--- config.mk ---
export PLATFORM = sky130hd
export DESIGN_NAME = nec_ram
export DESIGN_NICKNAME = d
export VERILOG_FILES = /design/src/rtl/core/nec_ram.sv
export SDC_FILE = /design/constraint.sdc
export NUM_CORES = 2
export LEC_CHECK = 0
export BUFFER_PORTS_ARGS = -buffer_cell sky130_fd_sc_hd__buf_4
export CAP_MARGIN = 20
export CORE_AREA = 2 2 731 733
export DETAILED_ROUTE_END_ITERATION = 10
export DIE_AREA = 0 0 733 735
export HOLD_SLACK_MARGIN = 0.1
export PLACE_DENSITY_LB_ADDON = 0.05
export RECOVER_POWER = 100
export SYNTH_ARGS = -nofsm -noshare
export SYNTH_HDL_FRONTEND = slang
export SYNTH_SLANG_ARGS = --single-unit
export TNS_END_PERCENT = 100
--- constraint.sdc ---
create_clock -name clk -period 3.3 [get_ports clk]
set_input_delay 0 -clock clk [delete_from_list [all_inputs] [get_ports clk]]
set_output_delay 0 -clock clk [all_outputs]
set_load 0.05 [all_outputs]
--- src/rtl/core/nec_ram.sv ---
module nec_ram #(
  parameter int WIDTH = 16,
  parameter int DEPTH = 256,
  localparam int AW = $clog2(DEPTH)
) (
  input  logic             clk,
  input  logic             we,
  input  logic [AW-1:0]    waddr,
  input  logic [WIDTH-1:0] wdata,
  input  logic [AW-1:0]    raddr,
  output logic [WIDTH-1:0] rdata
);

  logic [WIDTH-1:0] mem [DEPTH];

  always_ff @(posedge clk) begin
    if (we) begin
      mem[waddr] <= wdata;
    end
    rdata <= mem[raddr];
  end

endmodule

==> summary.txt <==
Route
  • Final wirelength: 537 mm
  • Total number of vias: between 70000 and 80000
  • Via/cell ratio: slightly above 5
  • Routed Antenna Nets: 0
  • # DRC: 0
  • Drt first pass iters: 6
  • Routed wire per std cell: 34.2 µm
  • Initial drt markers: about 7800

Timing
  • FMAX: 309 MHz
  • Min cycle time layout: between 3000 and 4000 ps
  • Setup ws final: 66.8 ps
  • Final Skew: 75.8 ps
  • Worst Tran Pin Value: 3150 ps
  • Final Max Tran Viols: 1748
  • Tcrit/Tclk final: 98.0%
  • RSZ-0062 raised after global routing: false
  • Endpoints failing hold: 0
  • Setup-failing EPs final: 0
  • Max_slew headroom: -110%

GRT
  • GRT overflow: 0
  • Vias in the first global route: 82097
  • Total GRT Usage: about a fifth
  • Pin count of the biggest net entering global routing: ~110
  • Initial antenna violation count: 66
  • Global-route wire length before repair: around 730 mm

Hold path
  • Hold path endpoint: rdata[5]$_DFF_P_
  • Hold path depth: 7
  • Hold/Removal Path Class: in2reg
  • Min-delay src: raddr[3]

Logic synthesis
  • Unique cell type count in the Yosys netlist: between 50 and 60
  • Synth Instances: about 7400
  • Area of the mapped netlist: 159000 µm²
  • Top cells by area, synth: edfxtp_1, mux4_2, mux2i_1
  • Yosys warnings: 0
  • Async S/R FF share, synth: 0%
  • Primary FF master, synth: edfxtp_1
  • Syn Nets: 7394
  • Mapped Avg Cell Area: 21.6 µm²
  • Post-synth EDFFs: 4096
  • Sequential share of the synthesized area: 77.7%
  • Synth Register Bits: 4112
  • Synth area leader: edfxtp_1
  • Synth top area share: 77.5%

Die
  • I/O pin count: 50
  • Die Span Y: 735 µm
  • Cell Rows: around 270
  • Die W: roughly 730 µm
  • Die area: 539000 µm²
  • Placeable core area: 531000 µm²
  • Initial core utilization: between 20 and 30%

Job
  • Max-cap viol count: 42

Power and ir drop
  • Logic pwr share: between 5 and 6%
  • Pint: 87.6 mW
  • Clk pwr share: 43.3%
  • Peak supply drop: 0.508 mV
  • Power Total: approximately 110 mW
  • Leak pwr: 58.9 nW
  • Sw Ratio: between 20% and 30%
  • PD cells: 606 nW/µm²
  • Sequential power share: 51.0%
  • Switching power: 25.6 mW

Place
  • # port buffers: a little under 50
  • Inst Count DP: 14760
  • GPL Wtd Cong: approximately 0.80
  • Pre-CTS setup slack: -365 ps
  • Dpl hpwl: roughly 330 mm

Setup path
  • Reg2Reg Capture Point: rdata[13]$_DFF_P_
  • Critical path class: in2reg
  • R2R Setup Slk: 300 ps
  • Worst Setup Start Kind: input port
  • CP Capture Type: flip-flop
  • Worst Reg-to-Reg Cells: 8
  • Arrival time at the worst endpoint: 3870 ps
  • CP Max Fanout: 11
  • CP required: 3940 ps
  • Worst r2r src: mem[15][13]$_DFFE_PP_

Final layout
  • P&R area growth vs syn: 17.7%
  • Commonest non-fill, non-tap cell in the layout: edfxtp_1
  • Final core occ: 35.2%
  • Post-Layout Cell Count: 15710
  • Layout cells sized above 1: a little over a quarter
  • Fin nets: between 8000 and 9000
  • Most frequent cells in the layout: edfxtp_1, mux4_2, mux2i_1, clkbuf_16, buf_4

Clock tree
  • TritonCTS clock tree: yes
  • Clk_lat worst skew: 1030 ps
  • CTS buffer count: 469
  • Clock-pin slew on the worst setup and hold paths: ~60 ps
  • Number of clock sinks: 4112
  • Htree depth: 5
  • Clk buf depth: 4
  • CTS Root Buffer Type: clkbuf_16
  • Post-CTS setup repair buffer count: 0

Run status
  • Status: complete, but fails checks
  • Failing checks: capacitance limit, slew limit
-- power groups by stage --
stage,sequential [mW],combinational [mW],clock (mW)
after floorplan,58.9,2.84,0
after global placement,58.8,6.58,0
after detailed placement,58.8,6.63,0
after CTS,57.7,6.77,50.3
after global routing,57.7,6.80,52.3
final,57.8,6.45,49.0
-- metal layers --
layer	vias up	wire, µm	GRT usage (%)
met1	43980	242000	27.7
met5	-	46	0
met3	588	26300	2.82
met2	2109	258000	32.3
met4	6	10700	3.54
li1	33271	-	-
-- synthesized netlist by cell type (37+ instances only) --
library cell and instances:
edfxtp_1 4096, mux4_2 797, mux2i_1 565, nor2_1 304, o221ai_1 252, clkbuf_1 230
a21oi_1 175, o22ai_1 148, nor3_1 92, mux2_2 88, buf_6 77, buf_2 76
a22oi_1 43, nand2_1 38, o21ai_0 37
-- area by class of cell --
type	count	area (µm²)
Antenna cell	27	67.6
Clock buffer	591	12400
Clock inverter	268	1870
Fill cell	49740	344000
Inverter	4	27.5
Multi-Input combinational cell	2792	33100
Sequential cell	4112	123000
Tap cell	7020	8780
Timing Repair Buffer	896	7290
-- flip-flops by register name, summed over array words and instances (netlist names) --
register  count
mem        4096
rdata        16
-- stage by stage --
stage,setup TNS (ps),instance area [µm²],hold WS [ps]
floorplan,0,159000,98.9
global route,0,187000,191
finish,0,187000,212
detailed placement,-2860,174000,435
global placement,-4370,173000,431
CTS,0,189000,100
-- kinds of logic (layout without fill, tap and decap cells) --
family	Yosys count	count (layout)	synth area share, %
buffers and inverters	456	1759	1.69
other	0	27	0
AND/OR/NAND/NOR	556	556	1.57
flip-flops	4112	4112	77.7
AO/OA/AOI/OAI	786	786	3.54
multiplexers	1450	1450	15.5
-- what timing repair did --
| item | in CTS | in global routing |
|---|---|---|
| hold buffers | 64 | 0 |
| endpoints found under the setup margin | 0 | 0 |
| gates resized for setup | 0 | 0 |
| endpoints found under the hold margin | 6903 | 0 |
-- worst max path at each step --
stage / slack, ps / start / cells after the start / end
6_report: 70 / waddr[1] / 7 / mem[54][3]$_DFFE_PP_
5_1_grt: 110 / wdata[15] / 4 / mem[65][15]$_DFFE_PP_
4_1_cts: 210 / mem[55][9]$_DFFE_PP_ / 7 / rdata[9]$_DFF_P_
3_5_place_dp: -360 / raddr[0] / 10 / rdata[13]$_DFF_P_
3_3_place_gp: -770 / raddr[0] / 10 / rdata[5]$_DFF_P_
2_1_floorplan: 1140 / waddr[3] / 6 / mem[235][0]$_DFFE_PP_
-- worst max-delay path, cell delays in order --
cell           delay [ps]
dlygate4sd3_1         630
clkbuf_1              370
nor2b_1               580
nand3_1               480
clkbuf_2              790
nor2_1                350
clkbuf_1              600
(Power assumes the default switching activity.)
