### src/rtl/core/nec_pkg.sv
package nec_pkg;

  localparam int STATE_W = 16;
  localparam int SYM_W = 4;
  localparam int CFG_W = 16;
  localparam int CFG_IDX_W = 2;
  localparam int MAX_STATES_DEF = 16;
  localparam int MAX_SYMBOLS_DEF = 16;

  typedef enum logic [1:0] {
    CMD_WRITE_ROW = 2'd0,
    CMD_START     = 2'd1,
    CMD_FEED      = 2'd2,
    CMD_NONE      = 2'd3
  } cmd_t;

  localparam logic [CFG_IDX_W-1:0] CFG_FINAL_MASK   = 2'd0;
  localparam logic [CFG_IDX_W-1:0] CFG_STATE_COUNT  = 2'd1;
  localparam logic [CFG_IDX_W-1:0] CFG_SYMBOL_COUNT = 2'd2;

  typedef struct packed {
    logic [15:0] final_mask;
    logic [4:0]  state_count;
    logic [3:0]  symbol_count;
  } cfg_t;

  typedef struct packed {
    logic        accepted;
    logic        bad_symbol;
    logic [15:0] active_states;
  } result_t;

endpackage

### src/rtl/core/nec_engine.sv
module nec_engine #(
  parameter int MAX_STATES = nec_pkg::MAX_STATES_DEF,
  parameter int MAX_SYMBOLS = nec_pkg::MAX_SYMBOLS_DEF,
  localparam int DEPTH = MAX_STATES * MAX_SYMBOLS,
  localparam int AW = $clog2(DEPTH)
) (
  input  logic                         clk,
  input  logic                         rst,
  input  logic                         start,
  input  logic [1:0]                   command,
  input  logic [nec_pkg::SYM_W-1:0]    from_state,
  input  logic [nec_pkg::SYM_W-1:0]    symbol,
  input  logic [nec_pkg::STATE_W-1:0]  target_mask,
  input  nec_pkg::cfg_t                cfg,
  output logic                         busy,
  output logic                         done,
  output nec_pkg::result_t             res,
  output logic                         mem_we,
  output logic [AW-1:0]                mem_waddr,
  output logic [nec_pkg::STATE_W-1:0]  mem_wdata,
  output logic [AW-1:0]                mem_raddr,
  input  logic [nec_pkg::STATE_W-1:0]  mem_rdata
);
  import nec_pkg::*;

  typedef enum logic [1:0] {S_CLEAR, S_IDLE, S_MOVE, S_CLOSE} state_t;

  state_t               state;
  logic [AW-1:0]        clr_addr;
  logic [STATE_W-1:0]   act;
  logic [STATE_W-1:0]   work;
  logic [STATE_W-1:0]   pend;
  logic [SYM_W-1:0]     sym_r;
  logic                 inflight;

  logic [STATE_W-1:0]   live;
  logic [SYM_W-1:0]     idx;
  logic                 issue;
  logic [STATE_W-1:0]   issued_bit;
  logic [STATE_W-1:0]   add;
  logic [STATE_W-1:0]   work_upd;
  logic [STATE_W-1:0]   pend_upd;
  logic                 accept;
  logic                 sym_bad;
  logic                 row_ok;
  logic                 walk_done;

  function automatic logic [AW-1:0] row_addr(input logic [SYM_W-1:0] r,
                                             input logic [SYM_W-1:0] s);
    return AW'(int'(r) * MAX_SYMBOLS + int'(s));
  endfunction

  function automatic logic [SYM_W-1:0] lowest(input logic [STATE_W-1:0] v);
    logic [SYM_W-1:0] k;
    k = '0;
    for (int j = STATE_W - 1; j >= 0; j--) begin
      if (v[j]) begin
        k = SYM_W'(j);
      end
    end
    return k;
  endfunction

  always_comb begin
    for (int j = 0; j < STATE_W; j++) begin
      live[j] = (5'(j) < cfg.state_count) && (j < MAX_STATES);
    end
  end

  assign idx        = lowest(pend);
  assign issue      = ((state == S_MOVE) || (state == S_CLOSE)) && (pend != '0);
  assign issued_bit = issue ? (STATE_W'(1) << idx) : '0;
  assign add        = inflight ? (mem_rdata & live & ~work) : '0;
  assign work_upd   = work | add;
  assign pend_upd   = (pend & ~issued_bit) | ((state == S_CLOSE) ? add : '0);
  assign walk_done  = (pend == '0) && !inflight;

  assign accept  = start && (state == S_IDLE);
  assign sym_bad = (symbol == '0) || (symbol > cfg.symbol_count) ||
                   (32'(symbol) >= MAX_SYMBOLS);
  assign row_ok  = (32'(from_state) < MAX_STATES) && (32'(symbol) < MAX_SYMBOLS);

  assign busy      = (state != S_IDLE);
  assign mem_we    = (state == S_CLEAR) ||
                     (accept && (command == CMD_WRITE_ROW) && row_ok);
  assign mem_waddr = (state == S_CLEAR) ? clr_addr : row_addr(from_state, symbol);
  assign mem_wdata = (state == S_CLEAR) ? '0 : target_mask;
  assign mem_raddr = row_addr(idx, (state == S_MOVE) ? sym_r : '0);

  always_ff @(posedge clk) begin
    if (rst) begin
      state    <= S_CLEAR;
      clr_addr <= '0;
      act      <= '0;
      pend     <= '0;
      inflight <= 1'b0;
      done     <= 1'b0;
    end else begin
      done     <= 1'b0;
      inflight <= issue;
      case (state)
        S_CLEAR: begin
          clr_addr <= clr_addr + 1'b1;
          if (clr_addr == AW'(DEPTH - 1)) begin
            state <= S_IDLE;
          end
        end
        S_IDLE: begin
          if (accept) begin
            case (command)
              CMD_START: begin
                work  <= live & STATE_W'(1);
                pend  <= live & STATE_W'(1);
                state <= S_CLOSE;
              end
              CMD_FEED: begin
                if (sym_bad) begin
                  act               <= '0;
                  res.accepted      <= 1'b0;
                  res.bad_symbol    <= 1'b1;
                  res.active_states <= '0;
                  done              <= 1'b1;
                end else begin
                  work  <= '0;
                  pend  <= act & live;
                  sym_r <= symbol;
                  state <= S_MOVE;
                end
              end
              default: begin
                res.accepted      <= |(act & cfg.final_mask);
                res.bad_symbol    <= 1'b0;
                res.active_states <= act;
                done              <= 1'b1;
              end
            endcase
          end
        end
        S_MOVE: begin
          work <= work_upd;
          pend <= walk_done ? work : pend_upd;
          if (walk_done) begin
            state <= S_CLOSE;
          end
        end
        S_CLOSE: begin
          work <= work_upd;
          pend <= pend_upd;
          if (walk_done) begin
            act               <= work;
            res.accepted      <= |(work & cfg.final_mask);
            res.bad_symbol    <= 1'b0;
            res.active_states <= work;
            done              <= 1'b1;
            state             <= S_IDLE;
          end
        end
        default: begin
          state <= S_IDLE;
        end
      endcase
    end
  end

endmodule

### config.mk
export PLATFORM = sky130hd
export DESIGN_NAME = nec_engine
export DESIGN_NICKNAME = d
export VERILOG_FILES = /design/src/rtl/core/nec_pkg.sv /design/src/rtl/core/nec_engine.sv
export SDC_FILE = /design/constraint.sdc
export NUM_CORES = 1
export LEC_CHECK = 0
export BUFFER_PORTS_ARGS = -buffer_cell sky130_fd_sc_hd__buf_2
export CAP_MARGIN = 20
export CORE_AREA = 2 2 98 100
export DETAILED_ROUTE_END_ITERATION = 16
export DIE_AREA = 0 0 100 102
export PLACE_DENSITY = 0.91
export RECOVER_POWER = 100
export SYNTH_ARGS = -nofsm -noshare
export SYNTH_HDL_FRONTEND = slang
export SYNTH_SLANG_ARGS = --single-unit
### constraint.sdc
create_clock -name clk -period 4.2 [get_ports clk]
set_clock_uncertainty 0.05 [all_clocks]
set_input_delay 0.21 -clock clk [delete_from_list [all_inputs] [get_ports clk]]
set_output_delay 0.21 -clock clk [all_outputs]
set_load 0.01 [all_outputs]
==> out/metrics.cfg <==
[global_routing]
grt_pass1_vias=4817
grt_usage=0.286
antenna_found_initial=0
grt-ovfl-total=0
grt_pass1_wl_um=23200
grt_max_degree=39

[floorplanning]
die_area_sq_mm=0.0102
die_w_um=100
ioPinCount=123
start_util=0.530
die_h_um=102
coreArea_sq_mm=0.00911
rows=35

[pwr]
p_leak_nw=2.04
power_density_mw_per_mm2=409
vdd_ir_drop_max_uv=296

[setup_path]
crit_path_end=act[7]
crit_type=reg -> reg
rr_startpoint=pend[0]
regToRegSetupSlack_ps=730
reg2regPathDepth=7
crit_start=pend[0]
crit_fanout=18
critPathCaptureType=flop
critPathRequiredTime_ps=4370
r2r_end=act[7]
crit_path_max_incr_delay_ps=870
crit_path_top_delay_cell=a21oi_1
cpMostUsedCell=a21oi_1
cp-start-kind=flop
arrival_ps=3630
crit_chain=or4_1 -> nor4_1 -> a31oi_1 -> a21oi_1 -> buf_6 -> nand2b_1 -> a21oi_1

[cts]
cts_sinks=82
clk_pin_slew_ps=90
clockBufferDepth=2
cts_max_level=3
cts_hold_buf=0
cts.repair.resized=0
cts_setup_buffers=0
root_buffer=clkbuf_8
clk_latency_ps=360
cts-buffers-inserted=9
cts_tree=built

[synth]
syn_area_sq_mm=0.00483
post_synth_most_frequent_cells=a21oi_1, dfxtp_1, nor2_1, edfxtp_1, nand2_1
synth_fa_ha_area_frac=0.0233
synth_top_area_cell=edfxtp_1
yosys_warnings=0
synthTopCellsByArea=edfxtp_1, dfxtp_1, a21oi_1
synth-edff-count=38
synthXorXnorAreaFrac=0.00907
synth_mux_area_frac=0.0181
synth-async-reset-ratio=0
synthFlopType=dfxtp_1
ys_types=59
synth_fp_nets=628
synth_top_area_share=0.236
synth.most_common_cell=a21oi_1
synth_top_family_by_area=compound AO/OA/AOI/OAI gates
synth_cells=549
synthSimpleGateAreaFrac=0.211
yosys_register_bits=82
avgSynthCellArea_sq_um=8.79
synth-seq-area-share=0.419
synth-compound-area-share=0.266

[timing]
setup_violations=0
fin_crit_ps=3470
tns_ps=0
slew_viol_final=0
final.period_utilization=0.826
whs_ps=67.9
finalHoldViolCount=0
grt_setup_unrepaired=false
worstMarginPinSlew_ps=1300
setup_ws_ps=732
maxSlewHeadroom=0.133
fmax_mhz=288

[final_layout]
drive_above_1_share=0.148
final-seq-area_sq_mm=0.00202
syn_to_final_growth_pct=15.3
multi_input_area_sq_mm=0.00251
final_nets=735
fillers=799

[route]
wl_um=14300
first_pass_iters=5
viasPerCell=6.38
ant_nets=0
routedWlPerCell_um=18.4
vias=4935
drt_iter0_markers=438
drc_errors=0

[placed_design]
gp_congestion=0.962
dpl.hpwl_um=10600
numPortBuffers=122
pre_cts_slack_ps=1150

[run_status]
outcome=complete, no violations

[min_path]
holdCritPathClass=in -> reg

[flow_run]
cap_violations=0

[worst max-delay path, delay by kind of cell (launching register included)]
family / cells / cell delay [ps]
AO/OA/AOI/OAI: 3 / 1170
buffers and inverters: 1 / 270
flip-flops: 1 / 360
AND/OR/NAND/NOR: 3 / 1470
[layout make-up]
cell class	instances	share of cell area
multi-input cells	404	0.451
flip-flops and latches	82	0.363
repair buffers	129	0.105
well taps	111	0.0249
clock buffers	9	0.0223
inverters	30	0.0202
clock inverters	7	0.0135
diodes	1	0.000450
[logic make-up after synthesis]
family	Yosys count
adder cells (fa/ha/maj)	9
multiplexers	8
XOR/XNOR	5
flip-flops	82
buffers and inverters	63
AO/OA/AOI/OAI	186
AND/OR/NAND/NOR	196
[routing by layer]
layer  vias up  global-route usage  part of all wire
met5         -                   0                 0
met2       354               0.503              0.48
met1      2251               0.344              0.37
li1       2268                   -                 -
met3        62              0.0513              0.11
met4         0               0.130             0.040
[cell usage in the layout, fill, tap and decap left out, types with 4 or more instances in the layout]
master / instances
clkbuf_1: 60
ha_1: 9
and2_1: 4
nor4_1: 5
mux2_2: 6
nor3_1: 11
o21ai_0: 28
a211oi_1: 6
a32oi_1: 5
nor2b_1: 21
nand4_1: 4
nor2_1: 44
buf_2: 66
or3_1: 6
a22o_1: 23
a31oi_1: 7
edfxtp_1: 38
dfxtp_1: 44
o21a_1: 5
nand2b_1: 21
clkbuf_8: 9
a221o_1: 6
a32o_1: 5
a21oi_1: 55
inv_1: 30
nand3_1: 29
nand2_1: 34
o211ai_1: 4
or2_2: 4
or4_1: 4
a22oi_1: 16
[state kept, by name (all words and copies together) (netlist names)]
signal	cells
inflight	1
state	2
done	1
res	18
pend	16
act	16
clr_addr	8
sym_r	4
work	16
[report_power, final]
part / switching [mW] / internal [mW] / total (mW)
Combinational: 0.440 / 0.247 / 0.686
Sequential: 0.0725 / 0.918 / 0.990
Clock: 0.319 / 0.280 / 0.599
[metrics by stage]
step                      cells  utilization  total power [mW]  cell area, sq um
final                       773        0.611              2.28              5570
after global routing        772        0.611              2.39              5560
after CTS                   770        0.623              2.32              5670
after detailed placement    754        0.601              1.73              5470
after global placement      754        0.601              1.70              5470
after floorplan             549            -              1.48              4830
[worst min path at each step]
| stage | slack [ps] | cells after the start | end | from |
|---|---|---|---|---|
| 2_1_floorplan | 260 | 0 | sym_r[0] | symbol[0] |
| 4_1_cts | 9 | 1 | sym_r[0] | symbol[0] |
| 5_1_grt | 70 | 1 | sym_r[0] | symbol[0] |
| 6_report | 70 | 1 | sym_r[0] | symbol[0] |
| 3_5_place_dp | 380 | 1 | sym_r[0] | symbol[0] |
| 3_3_place_gp | 380 | 1 | sym_r[0] | symbol[0] |
Power figures use the tool's default switching activity.
